## config.mk

```make
export PLATFORM = sky130hd
export DESIGN_NAME = priority_ready_queue_flat
export DESIGN_NICKNAME = d
export VERILOG_FILES = /design/src/hdl/prq_pkg.sv /design/src/hdl/prq_if.sv /design/src/hdl/priority_ready_queue.sv /design/src/hdl/prq_ram.sv /design/src/flat_wrapper.sv
export SDC_FILE = /design/constraint.sdc
export NUM_CORES = 2
export LEC_CHECK = 0
export ABC_AREA = 1
export BUFFER_PORTS_ARGS = -buffer_cell sky130_fd_sc_hd__clkbuf_2
export CAP_MARGIN = 15
export CORE_MARGIN = 5
export CORE_UTILIZATION = 55
export DETAILED_ROUTE_END_ITERATION = 8
export PLACE_DENSITY_LB_ADDON = 0.15
export SYNTH_ARGS = -nofsm -noshare
export SYNTH_HDL_FRONTEND = slang
export SYNTH_SLANG_ARGS = --single-unit
export TNS_END_PERCENT = 100
```

## constraint.sdc

```tcl
create_clock -name clk -period 11.9 [get_ports clk]
set_input_delay 2.38 -clock clk [delete_from_list [all_inputs] [get_ports clk]]
set_output_delay 2.38 -clock clk [all_outputs]
set_load 0.05 [all_outputs]
```

## src/hdl/prq_pkg.sv

```systemverilog
// Shared types and constants for the priority ready queue.
// No dependencies.
package prq_pkg;
	localparam int LevelsDef = 32;
	localparam int ThreadsDef = 128;
	localparam logic [7:0] ResetThreshold = 8'd100;

	typedef enum logic [1:0] {
		KIND_ENQ = 2'd0,
		KIND_MOVE = 2'd1,
		KIND_POP = 2'd2,
		KIND_NOP = 2'd3
	} kind_t;
endpackage

```

## src/hdl/prq_if.sv

```systemverilog
// Valid/ready channel interfaces for the priority ready queue.
// No dependencies; the widths are fixed in the declarations, not given as parameters.
interface prq_in_if;
	logic valid;
	logic ready;
	logic [1:0] kind;
	logic [6:0] thread;
	logic [4:0] priority_req;
	logic [5:0] min_priority;
	modport source(output valid, kind, thread, priority_req, min_priority, input ready);
	modport sink(input valid, kind, thread, priority_req, min_priority, output ready);
endinterface

interface prq_out_if;
	logic valid;
	logic ready;
	logic [6:0] popped_thread;
	logic found;
	logic error;
	logic [7:0] queued_count;
	logic overloaded;
	modport source(output valid, popped_thread, found, error, queued_count, overloaded,
		input ready);
	modport sink(input valid, popped_thread, found, error, queued_count, overloaded,
		output ready);
endinterface

```

## src/hdl/priority_ready_queue.sv

```systemverilog
// Top level of the priority ready queue: sequencer, link memories, bitmap.
// Depends on prq_pkg, prq_if (prq_in_if, prq_out_if) and prq_ram.
//
//  channel  | dir | payload
//  in_ch    | in  | kind, thread, priority_req, min_priority
//  out_ch   | out | popped_thread, found, error, queued_count, overloaded
//  cfg      | in  | cfg_we / cfg_wdata (overload_threshold)
//
// After the accepting edge a nop, refused enqueue, pop miss or move of an unqueued
// thread runs ST_RD_T then ST_DONE; an enqueue adds a list link, a pop searches,
// reads the head and unlinks it, and a queued move unlinks then links anew. Each
// list access is an address cycle, a data cycle, then a write step. The result waits
// in an output register and the next item is taken in the cycle after the result beat.
// Per-thread levels sit in a memory with one written flag per thread, so an unwritten
// entry reads as level zero; queued flags are flip-flops cleared by arst_n.
module priority_ready_queue #(
	parameter int Levels = prq_pkg::LevelsDef,
	parameter int Threads = prq_pkg::ThreadsDef
) (
	input logic clk,
	input logic arst_n,
	prq_in_if.sink in_ch,
	prq_out_if.source out_ch,
	input logic cfg_we,
	input logic [7:0] cfg_wdata
);
	localparam int LW = $clog2(Levels);
	localparam int TW = $clog2(Threads);

	typedef enum logic [3:0] {
		ST_IDLE, ST_RD_T, ST_POP_SRCH, ST_POP_HD, ST_UNL_RD, ST_UNL, ST_UNL_W,
		ST_LNK_RD, ST_LNK, ST_LNK_W, ST_DONE
	} state_t;

	state_t state_q;
	logic [1:0] kind_q;
	logic [TW-1:0] t_q;
	logic [LW-1:0] nl_q;
	logic [5:0] minp_q;
	logic at_head_q;
	logic [Levels-1:0] mask_q;
	logic [Levels-1:0] lvl_queued_q;
	logic [Threads-1:0] lvw_q;
	logic [Threads-1:0] tq_q;
	logic [7:0] count_q;
	logic [7:0] thr_q;
	logic [LW-1:0] lvl_q;
	logic [TW-1:0] hd_q, tl_q, nx_q, pv_q;
	logic [TW-1:0] out_thread_q;
	logic out_found_q, out_err_q, out_valid_q;

	// memory ports
	logic hd_we, tl_we, nx_we, pv_we, tv_we;
	logic [LW-1:0] hd_wa, tl_wa, lv_ra;
	logic [TW-1:0] hd_wd, tl_wd, nx_wa, nx_wd, pv_wa, pv_wd, tr_ra, tv_ra;
	logic [TW-1:0] hd_rd, tl_rd, nx_rd, pv_rd;
	logic [LW-1:0] tv_rd, tlv_cur;

	prq_ram #(.Depth(Levels), .Width(TW)) u_head (.clk, .we(hd_we), .waddr(hd_wa),
		.wdata(hd_wd), .raddr(lv_ra), .rdata(hd_rd));
	prq_ram #(.Depth(Levels), .Width(TW)) u_tail (.clk, .we(tl_we), .waddr(tl_wa),
		.wdata(tl_wd), .raddr(lv_ra), .rdata(tl_rd));
	prq_ram #(.Depth(Threads), .Width(TW)) u_next (.clk, .we(nx_we), .waddr(nx_wa),
		.wdata(nx_wd), .raddr(tr_ra), .rdata(nx_rd));
	prq_ram #(.Depth(Threads), .Width(TW)) u_prev (.clk, .we(pv_we), .waddr(pv_wa),
		.wdata(pv_wd), .raddr(tr_ra), .rdata(pv_rd));
	prq_ram #(.Depth(Threads), .Width(LW)) u_tlev (.clk, .we(tv_we), .waddr(t_q),
		.wdata(nl_q), .raddr(tv_ra), .rdata(tv_rd));

	// thread level: read with the accepted thread id, valid in ST_RD_T
	assign tv_ra = (state_q == ST_IDLE) ? TW'(in_ch.thread) : t_q;
	assign tlv_cur = lvw_q[t_q] ? tv_rd : '0;
	assign tv_we = (prq_pkg::kind_t'(kind_q) == prq_pkg::KIND_MOVE) &&
		(((state_q == ST_RD_T) && !tq_q[t_q]) || (state_q == ST_UNL_W));

	// highest set level at or above the minimum
	logic pop_hit;
	logic [LW-1:0] pop_lvl;
	always_comb begin
		pop_hit = 1'b0;
		pop_lvl = '0;
		for (int i = 0; i < Levels; i++) begin
			if (mask_q[i] && (7'(i) >= {1'b0, minp_q})) begin
				pop_hit = 1'b1;
				pop_lvl = LW'(i);
			end
		end
	end

	logic in_fire, out_fire;
	assign in_fire = in_ch.valid && in_ch.ready;
	assign out_fire = out_valid_q && out_ch.ready;
	assign in_ch.ready = (state_q == ST_IDLE) && !out_valid_q;

	// clamp level request
	logic [LW-1:0] req_lvl;
	always_comb begin
		if (32'(in_ch.priority_req) >= Levels) begin
			req_lvl = LW'(Levels - 1);
		end else begin
			req_lvl = LW'(in_ch.priority_req);
		end
	end

	// read addresses and write-back of links
	always_comb begin
		lv_ra = lvl_q;
		tr_ra = t_q;
		hd_we = 1'b0; tl_we = 1'b0; nx_we = 1'b0; pv_we = 1'b0;
		hd_wa = lvl_q; tl_wa = lvl_q; hd_wd = t_q; tl_wd = t_q;
		nx_wa = t_q; nx_wd = t_q; pv_wa = t_q; pv_wd = t_q;
		case (state_q)
			ST_UNL_W: begin
				if (hd_q == t_q) begin
					if (tl_q != t_q) begin
						hd_we = 1'b1;
						hd_wd = nx_q;
					end
				end else begin
					nx_we = 1'b1;
					nx_wa = pv_q;
					nx_wd = nx_q;
					if (tl_q == t_q) begin
						tl_we = 1'b1;
						tl_wd = pv_q;
					end else begin
						pv_we = 1'b1;
						pv_wa = nx_q;
						pv_wd = pv_q;
					end
				end
			end
			ST_LNK_W: begin
				if (!mask_q[lvl_q]) begin
					hd_we = 1'b1;
					tl_we = 1'b1;
				end else if (at_head_q) begin
					pv_we = 1'b1; pv_wa = hd_q; pv_wd = t_q;
					nx_we = 1'b1; nx_wa = t_q; nx_wd = hd_q;
					hd_we = 1'b1;
				end else begin
					nx_we = 1'b1; nx_wa = tl_q; nx_wd = t_q;
					pv_we = 1'b1; pv_wa = t_q; pv_wd = tl_q;
					tl_we = 1'b1;
				end
			end
			default: ;
		endcase
	end

	// sequencer and registered result
	always_ff @(posedge clk or negedge arst_n) begin
		if (!arst_n) begin
			state_q <= ST_IDLE;
			mask_q <= '0;
			tq_q <= '0;
			lvw_q <= '0;
			count_q <= '0;
			thr_q <= prq_pkg::ResetThreshold;
			out_valid_q <= 1'b0;
			lvl_queued_q <= '0;
		end else begin
			if (cfg_we) thr_q <= cfg_wdata;
			if (out_fire) out_valid_q <= 1'b0;
			case (state_q)
				ST_IDLE: begin
					if (in_fire) begin
						kind_q <= in_ch.kind;
						t_q <= TW'(in_ch.thread);
						minp_q <= in_ch.min_priority;
						nl_q <= req_lvl;
						out_thread_q <= '0;
						out_found_q <= 1'b0;
						out_err_q <= 1'b0;
						state_q <= ST_RD_T;
					end
				end
				ST_RD_T: begin
					case (prq_pkg::kind_t'(kind_q))
						prq_pkg::KIND_ENQ: begin
							lvl_q <= tlv_cur;
							if (tq_q[t_q]) begin
								out_err_q <= 1'b1;
								state_q <= ST_DONE;
							end else begin
								at_head_q <= 1'b0;
								state_q <= ST_LNK_RD;
							end
						end
						prq_pkg::KIND_MOVE: begin
							lvl_q <= tlv_cur;
							at_head_q <= tlv_cur > nl_q;
							if (tq_q[t_q]) begin
								state_q <= ST_UNL_RD;
							end else begin
								lvw_q[t_q] <= 1'b1;
								state_q <= ST_DONE;
							end
						end
						prq_pkg::KIND_POP: begin
							if (pop_hit && !minp_q[5]) begin
								lvl_q <= pop_lvl;
								state_q <= ST_POP_SRCH;
							end else begin
								state_q <= ST_DONE;
							end
						end
						default: state_q <= ST_DONE;
					endcase
				end
				// head address of the popped level goes out here
				ST_POP_SRCH: state_q <= ST_POP_HD;
				ST_POP_HD: begin
					t_q <= hd_rd;
					state_q <= ST_UNL_RD;
				end
				// level and thread addresses go out; data is latched in ST_UNL
				ST_UNL_RD: state_q <= ST_UNL;
				ST_UNL: state_q <= ST_UNL_W;
				ST_UNL_W: begin
					if (hd_q == t_q && tl_q == t_q) mask_q[lvl_q] <= 1'b0;
					if (prq_pkg::kind_t'(kind_q) == prq_pkg::KIND_POP) begin
						tq_q[t_q] <= 1'b0;
						if (count_q != 8'd0) count_q <= count_q - 8'd1;
						out_thread_q <= t_q;
						out_found_q <= 1'b1;
						state_q <= ST_DONE;
					end else begin
						lvw_q[t_q] <= 1'b1;
						lvl_q <= nl_q;
						state_q <= ST_LNK_RD;
					end
				end
				ST_LNK_RD: state_q <= ST_LNK;
				ST_LNK: state_q <= ST_LNK_W;
				ST_LNK_W: begin
					mask_q[lvl_q] <= 1'b1;
					if (prq_pkg::kind_t'(kind_q) == prq_pkg::KIND_ENQ) begin
						tq_q[t_q] <= 1'b1;
						if (count_q != 8'hFF) count_q <= count_q + 8'd1;
					end
					state_q <= ST_DONE;
				end
				ST_DONE: begin
					out_valid_q <= 1'b1;
					state_q <= ST_IDLE;
				end
				default: state_q <= ST_IDLE;
			endcase
			lvl_queued_q <= mask_q;
		end
	end

	// latch memory read data in the state after its address goes out
	always_ff @(posedge clk) begin
		if (state_q == ST_UNL || state_q == ST_LNK) begin
			hd_q <= hd_rd;
			tl_q <= tl_rd;
			nx_q <= nx_rd;
			pv_q <= pv_rd;
		end
	end

	assign out_ch.valid = out_valid_q;
	assign out_ch.popped_thread = 7'(out_thread_q);
	assign out_ch.found = out_found_q;
	assign out_ch.error = out_err_q;
	assign out_ch.queued_count = count_q;
	assign out_ch.overloaded = count_q >= thr_q;

	// no new beat while a result is pending
	a_no_accept_busy: assert property (@(posedge clk) disable iff (!arst_n)
		out_valid_q |-> !in_ch.ready) else $error("accept while result pending");
	// a found result never also carries the error flag
	a_found_mask: assert property (@(posedge clk) disable iff (!arst_n)
		(out_valid_q && out_found_q) |-> !out_err_q) else $error("found with error");
	// the last set level bit only clears by unlink
	a_mask_clear: assert property (@(posedge clk) disable iff (!arst_n)
		(lvl_queued_q != '0 && mask_q == '0) |-> $past(state_q == ST_UNL_W))
		else $error("mask cleared outside unlink");
endmodule

```

## src/hdl/prq_ram.sv

```systemverilog
// Simple one-write, one-read synchronous memory with registered read data.
// No dependencies.
module prq_ram #(
	parameter int Depth = 128,
	parameter int Width = 7
) (
	input logic clk,
	input logic we,
	input logic [$clog2(Depth)-1:0] waddr,
	input logic [Width-1:0] wdata,
	input logic [$clog2(Depth)-1:0] raddr,
	output logic [Width-1:0] rdata
);
	logic [Width-1:0] mem [Depth];

	always_ff @(posedge clk) begin
		if (we) begin
			mem[waddr] <= wdata;
		end
		rdata <= mem[raddr];
	end
endmodule
```

## src/flat_wrapper.sv

```systemverilog
// flat-port wrapper written by rule: the top's interface ports become plain ports
module priority_ready_queue_flat 
#(
	parameter int Levels = prq_pkg::LevelsDef,
	parameter int Threads = prq_pkg::ThreadsDef
)
  (clk, arst_n, cfg_we, cfg_wdata, in_ch_valid, in_ch_kind, in_ch_thread, in_ch_priority_req, in_ch_min_priority, in_ch_ready, out_ch_valid, out_ch_popped_thread, out_ch_found, out_ch_error, out_ch_queued_count, out_ch_overloaded, out_ch_ready);
  prq_in_if in_ch_i ();
  prq_out_if out_ch_i ();
  input logic clk;
  input logic arst_n;
  input logic cfg_we;
  input logic [7:0] cfg_wdata;
  input wire logic [$bits(in_ch_i.valid)-1:0] in_ch_valid;
  input wire logic [$bits(in_ch_i.kind)-1:0] in_ch_kind;
  input wire logic [$bits(in_ch_i.thread)-1:0] in_ch_thread;
  input wire logic [$bits(in_ch_i.priority_req)-1:0] in_ch_priority_req;
  input wire logic [$bits(in_ch_i.min_priority)-1:0] in_ch_min_priority;
  output wire logic [$bits(in_ch_i.ready)-1:0] in_ch_ready;
  output wire logic [$bits(out_ch_i.valid)-1:0] out_ch_valid;
  output wire logic [$bits(out_ch_i.popped_thread)-1:0] out_ch_popped_thread;
  output wire logic [$bits(out_ch_i.found)-1:0] out_ch_found;
  output wire logic [$bits(out_ch_i.error)-1:0] out_ch_error;
  output wire logic [$bits(out_ch_i.queued_count)-1:0] out_ch_queued_count;
  output wire logic [$bits(out_ch_i.overloaded)-1:0] out_ch_overloaded;
  input wire logic [$bits(out_ch_i.ready)-1:0] out_ch_ready;
  assign in_ch_i.valid = in_ch_valid;
  assign in_ch_i.kind = in_ch_kind;
  assign in_ch_i.thread = in_ch_thread;
  assign in_ch_i.priority_req = in_ch_priority_req;
  assign in_ch_i.min_priority = in_ch_min_priority;
  assign in_ch_ready = in_ch_i.ready;
  assign out_ch_valid = out_ch_i.valid;
  assign out_ch_popped_thread = out_ch_i.popped_thread;
  assign out_ch_found = out_ch_i.found;
  assign out_ch_error = out_ch_i.error;
  assign out_ch_queued_count = out_ch_i.queued_count;
  assign out_ch_overloaded = out_ch_i.overloaded;
  assign out_ch_i.ready = out_ch_ready;
  priority_ready_queue #(.Levels(Levels), .Threads(Threads)) u_core (.clk(clk), .arst_n(arst_n), .in_ch(in_ch_i), .out_ch(out_ch_i), .cfg_we(cfg_we), .cfg_wdata(cfg_wdata));
endmodule
```

**Word level (Yosys, flattened, before mapping)**

Memory sizes are Yosys's and may differ from the RTL's. A register that Yosys moved wholly into a read port is not among the register bits.
Cells that the tools add are included.

- Memories: 5
- Output and inout bits: 20
- Register bits after elaboration: 372
- Memory bits (read-only): 0
- RAM bits: 2880
- Latch bits: 0
- Logic and storage cells: 330

Memories:

| name | words | bits a word | read ports | clocked after memory_dff | write ports | RTL line | text |
|---|---|---|---|---|---|---|---|
| u_core.u_next.mem | 128 | 7 | 1 | 1 | 1 | prq_ram.sv:14 | `logic [Width-1:0] mem [Depth];` |
| u_core.u_prev.mem | 128 | 7 | 1 | 1 | 1 | prq_ram.sv:14 |  |
| u_core.u_tlev.mem | 128 | 5 | 1 | 1 | 1 | prq_ram.sv:14 |  |
| u_core.u_head.mem | 32 | 7 | 1 | 1 | 1 | prq_ram.sv:14 |  |
| u_core.u_tail.mem | 32 | 7 | 1 | 1 | 1 | prq_ram.sv:14 |  |

- Add/subtract/negate cells: 2
- $lt $le $gt $ge: 38
- Bitwise operators: 7
- Multiplexer cells: 161
- Reduce and logical (&&, ||, !) cells: 67
- $mul: 0
- Shift-type cells: 0
- Equal/unequal tests: 30
- Div/mod/pow operators: 0

Operator list:

| cell | number |
|---|---|
| $mux 128 | 5 |
| $pmux 128 s2 | 2 |
| $or 128x128->128 | 2 |
| $mux 7 | 20 |
| $and 128x128->128 | 1 |
| $not 128->128 | 1 |
| $ge 5x6->1 const A | 16 |
| $mux 5 | 19 |
| $pmux 7 s2 | 6 |
| $mux 1 | 67 |
| $pmux 32 s2 | 1 |
| $mux 4 | 13 |
| $ge 4x6->1 const A | 8 |
| $logic_and 1x1->1 | 41 |
| $pmux 4 s10 | 1 |
| $and 32x32->32 | 1 |
| $mux 32 | 1 |
| $mux 8 | 4 |
| $not 32->32 | 1 |
| $or 32x32->32 | 1 |
| $ge 3x6->1 const A | 4 |
| $pmux 5 s2 | 2 |
| $eq 4x3->1 const B | 4 |
| $ne 2x2->1 const B | 8 |
| other kinds (40) | 76 |

**Logic depth before layout (Yosys ltp)**

- Word-level depth: 38
- Mapped depth: 35
- Mapped depth without buffers: 34

**By module**

A second synthesis with hierarchy kept.

- Cell total of the unflattened synthesis: 12536
- Area total of the unflattened synthesis: 139202.3 sq um

By module, submodules not included:

| module | instances | cells an instance | area each (sq um) |
|---|---|---|---|
| prq_ram (u_core.u_next ...) | 2 | 3152 | 37091.8 |
| prq_ram (u_core.u_tlev) | 1 | 2308 | 26696.9 |
| priority_ready_queue | 1 | 2298 | 19488.7 |
| prq_ram (u_core.u_head ...) | 2 | 813 | 9416.5 |

**Worst setup path before layout**

OpenSTA, ideal clock, no wires.

- Path type: register -> output
- From: reg u_core.count_q[0], in the netlist u_core.out_ch.queued_count[0]
- To: out out_ch_overloaded
- Setup slack: 7.088 ns
- Required time: 9.520 ns
- Stages on the path, launching flop included: 11
- Arrival time: 2.432 ns
- Cells stage by stage: dfrtp_1 > inv_1 > ha_1 > inv_1 > a21boi_0 > o21a_1 > o21a_1 > o211ai_1 > nand2_1 > a21oi_1 > o21bai_1

- Longest elaborated chain between the ends: 1

Ends and longest elaborated chain:

| element | RTL line | text |
|---|---|---|
| from (decl) | priority_ready_queue.sv:45 | `logic [7:0] count_q;` |
| from (signal assigned) | priority_ready_queue.sv:224 | `if (count_q != 8'd0) count_q <= count_q - 8'd1;` |
| from (signal assigned) | priority_ready_queue.sv:240 | `if (count_q != 8'hFF) count_q <= count_q + 8'd1;` |
| $ge 8x8->1 | priority_ready_queue.sv:269 | `assign out_ch.overloaded = count_q >= thr_q;` |
| to (decl) | flat_wrapper.sv:25 | `output wire logic [$bits(out_ch_i.overloaded)-1:0] out_ch_overloaded;` |

No other way between the ends.

**Worst setup path after layout**

- From: reg u_core.t_q[0]
- To: mem u_core.u_tlev.mem[52][0] (netlist name), enable pin

- Longest elaborated chain between the ends: 8

Ends and longest elaborated chain:

| element | RTL line | text |
|---|---|---|
| from (decl) | priority_ready_queue.sv:37 | `logic [TW-1:0] t_q;` |
| from (signal assigned) | priority_ready_queue.sv:169 | `t_q <= TW'(in_ch.thread);` |
| from (signal assigned) | priority_ready_queue.sv:214 | `t_q <= hd_rd;` |
| $bmux 1 s7 | priority_ready_queue.sv:74 | `(((state_q == ST_RD_T) && !tq_q[t_q]) \|\| (state_q == ST_UNL_W));` |
| $mux 1 (implied by the code) | priority_ready_queue.sv:74 |  |
| $logic_not 1->1 | priority_ready_queue.sv:74 |  |
| $logic_and 1x1->1 | priority_ready_queue.sv:74 |  |
| $logic_or 1x1->1 | priority_ready_queue.sv:74 |  |
| $logic_and 1x1->1 | priority_ready_queue.sv:73 | `assign tv_we = (prq_pkg::kind_t'(kind_q) == prq_pkg::KIND_MOVE) &&` |
| $mux 1 | prq_ram.sv:17 | `if (we) begin` |
| $mux 1 (implied by the code) | prq_ram.sv:18 | `mem[waddr] <= wdata;` |
| to (decl) | prq_ram.sv:14 |  |

Parallel ways exist; a longest one is shown, timed or not. The select of a mux whose other input is x is not followed.

==> impl_metrics.yaml <==
status:
  run_status: "finished, final reports clean"
clocking:
  holdBufCountCts: 0
  cts_buffer_depth: 4
  cts_root_buf: "clkbuf_16"
  ctsHtreeMaxLevel: 5
  clkSinkCount: 3285
  ctsResizeCount: 0
  post_cts_buffers: 0
  path_clk_slew_ns: 0.07
  cts_buffers: 343
  cts_tree: "built"
  clock_latency_ns: 0.97
layout:
  syn2layout_area_growth_pct: 11.3
  final_cells: 12643
  nets: 9298
  final_cell_mix: "edfxtp_1 (2943), nor2_1 (1074), nand2_1 (877), o21ai_0 (637), a22oi_1 (510)"
  final_common_cell: "edfxtp_1"
  drive_gt1_frac: 0.0911
  final_util: 0.615
floorplanning:
  rows: 177
  initial_utilization: 0.552
  die_x_microns: 494
  die-area_sq_um: 244000
  coreArea_sq_um: 233000
  ioPinCount: 53
  die_h_microns: 494
routing:
  drt_first_pass_iters: 8
  num_vias: 81289
  ant_nets: 0
  drt-initial-drc-count: 10449
  wire_per_inst_microns: 28.8
  viasPerCell: 6.43
  wl_microns: 363000
  drc_errors: 0
sta:
  slew_viol_final: 0
  period_needed_ns: 6.33
  final.period_utilization: 0.532
  clock.fmax_mhz: 158
  setup_viol: 0
  clock_skew_ns: 0.0860
  tightest_slew_ns: 1.22
  rsz0062_at_grt: "false"
  hold_violations: 0
  slew_headroom: 0.188
  fin_setup_tns_ns: 0
global_routing:
  grt.overflow.total: 0
  antenna_found_initial: 10
  grt_pass1_vias: 77934
  grt.total_usage: 0.293
  grt_max_degree: 264
  grt_pass1_wl_microns: 530000
power:
  ir_drop_mv: 0.522
  power.density_nw_per_um2: 216
  p_leak_nw: 46.5
synthesis:
  syn_area_sq_um: 129000
  ys.flop_type: "edfxtp_1"
  async_flop_share: 0.0941
  ys_types: 76
  ys_seq_area_frac: 0.753
  netlist_instances: 9250
  synth_warnings: 0
  avgSynthCellArea_sq_um: 13.9
  synth_edf_count: 2943
  ys_ff_latch: 3285
  synth_nets: 9303
critical_path:
  path_cells: "inv_1, nor3_2, buf_4, buf_4, a221oi_1, a211o_1, nand4_1, a21oi_1, nand2_1, inv_2, nand3_1, o21a_4, buf_4, nor2_1"
  crit_slowest_cell: "buf_4"
  rrSetupSlack_ns: 5.57
  max_stage_delay_ns: 0.83
  cp.required_ns: 12.53
  crit_type: "reg2reg"
  critPathLaunchType: "register"
  cp.arrival_ns: 6.97
  path_max_fanout: 65
  end_kind: "register"
  critPathMostFrequentCell: "buf_4"
place:
  dp.cells: 12028
  dpl.hpwl_microns: 220000
  port_buffers: 52
  globalplace.congestion: 0.931
hold_path:
  worstHoldPathType: "reg2reg"
job:
  maxCapViolCount: 0
routing by layer:
| layer | up-vias | track usage | part of all wire |
|---|---|---|---|
| met2 | 4387 | 0.453 | 0.46 |
| li1 | 35297 | - | - |
| met3 | 707 | 0.0671 | 0.10 |
| met5 | - | 0 | 0 |
| met1 | 40898 | 0.413 | 0.40 |
| met4 | 0 | 0.104 | 0.038 |
flip-flops by register name, indices dropped and copies added (netlist names), 8 cells and up, named ones only:
name and cells:
u_core.u_prev.mem 896, u_core.lvw_q 128, u_core.u_next.mem 896, u_core.out_ch.queued_count 8, u_core.u_head.mem 224, u_core.u_tail.mem 224
u_core.thr_q 8, u_core.u_tlev.mem 640
critical path: cells and delay by family (launching register included):
kind	cells	cell delay (ns)
buf+inv	5	2.65
compound gates	4	1.34
simple gates	5	1.06
flops	1	0.81
cells by family (layout without fill, tap and decap cells):
kind of cell,after synthesis,in the layout,share of synthesized area
buffers and inverters,986,1241,0.0319
flip-flops,3285,3285,0.753
AO/OA/AOI/OAI,2570,2570,0.134
other,0,6,0
XOR/XNOR,19,19,0.00129
multiplexers,2,2,0.000175
AND/OR/NAND/NOR,2368,2368,0.0785
adder cells (fa/ha/maj),20,20,0.00200
through the flow:
stage	setup slack [ns]	area, sq um	hold slack (ns)	power [W]
2_1_floorplan	7.09	129000	0.386	0.0181
3_3_place_gp	5.76	132000	0.390	0.0205
3_5_place_dp	5.67	132000	0.390	0.0206
4_1_cts	5.65	143000	0.366	0.0309
5_1_grt	5.31	143000	0.380	0.0320
6_report	5.57	143000	0.366	0.0310
path summary, 6_finish.rpt:
kind	start	endpoint	cells after the start
worst max-delay path	u_core.t_q[0]$_DFFE_PP_	u_core.u_tlev.mem[52][0]$_DFFE_PP_	14
worst min-delay path	u_core.u_prev.rdata[6]$_DFF_P_	u_core.pv_q[6]$_DFFE_PP_	0
worst max register to register	u_core.t_q[0]$_DFFE_PP_	u_core.u_tlev.mem[52][0]$_DFFE_PP_	14
worst min register to register	u_core.u_prev.rdata[6]$_DFF_P_	u_core.pv_q[6]$_DFFE_PP_	0
max in group asynchronous	arst_n	asynchronous set/reset pin	4
min in group asynchronous	arst_n	u_core.lvw_q[34]$_DFFE_PN0P_	1
layout make-up:
type,instances,area (sq um)
sequential,3285,96800
inverter,421,1600
tap,3132,3920
antenna,6,15.0
clock inverter,146,1510
multi-input combinational,4979,28100
timing repair buffer,215,1670
fill,17284,89700
clock buffer,459,9450
cell usage after synthesis (31+ instances only):
library cell  count  area [sq um]
dfxtp_1          33           661
buf_2           149           746
o21bai_1         43           323
o22ai_1         219          1370
a22oi_1         511          3840
edfxtp_1       2943         88400
nand4_1         230          1440
a22o_1          252          2210
nand2_1         879          3300
nor3_1           31           155
a21oi_1         337          1690
nor2_1         1083          4070
o21ai_0         654          3270
a221oi_1        244          2140
inv_1           385          1450
dfrtp_1         306          7660
a31oi_1         143           895
clkbuf_1        318          1190
nand3_1          53           265
buf_1            61           229
where the power goes:
part	switching (W)	total (W)	leakage, nW	internal [W]
combinational	0.00493	0.00639	10.1	0.00146
sequential	0.000307	0.0141	31.0	0.0138
clock	0.00431	0.0105	5.36	0.00619
total	0.00954	0.0310	46.5	0.0214
(Power assumes the default switching activity.)
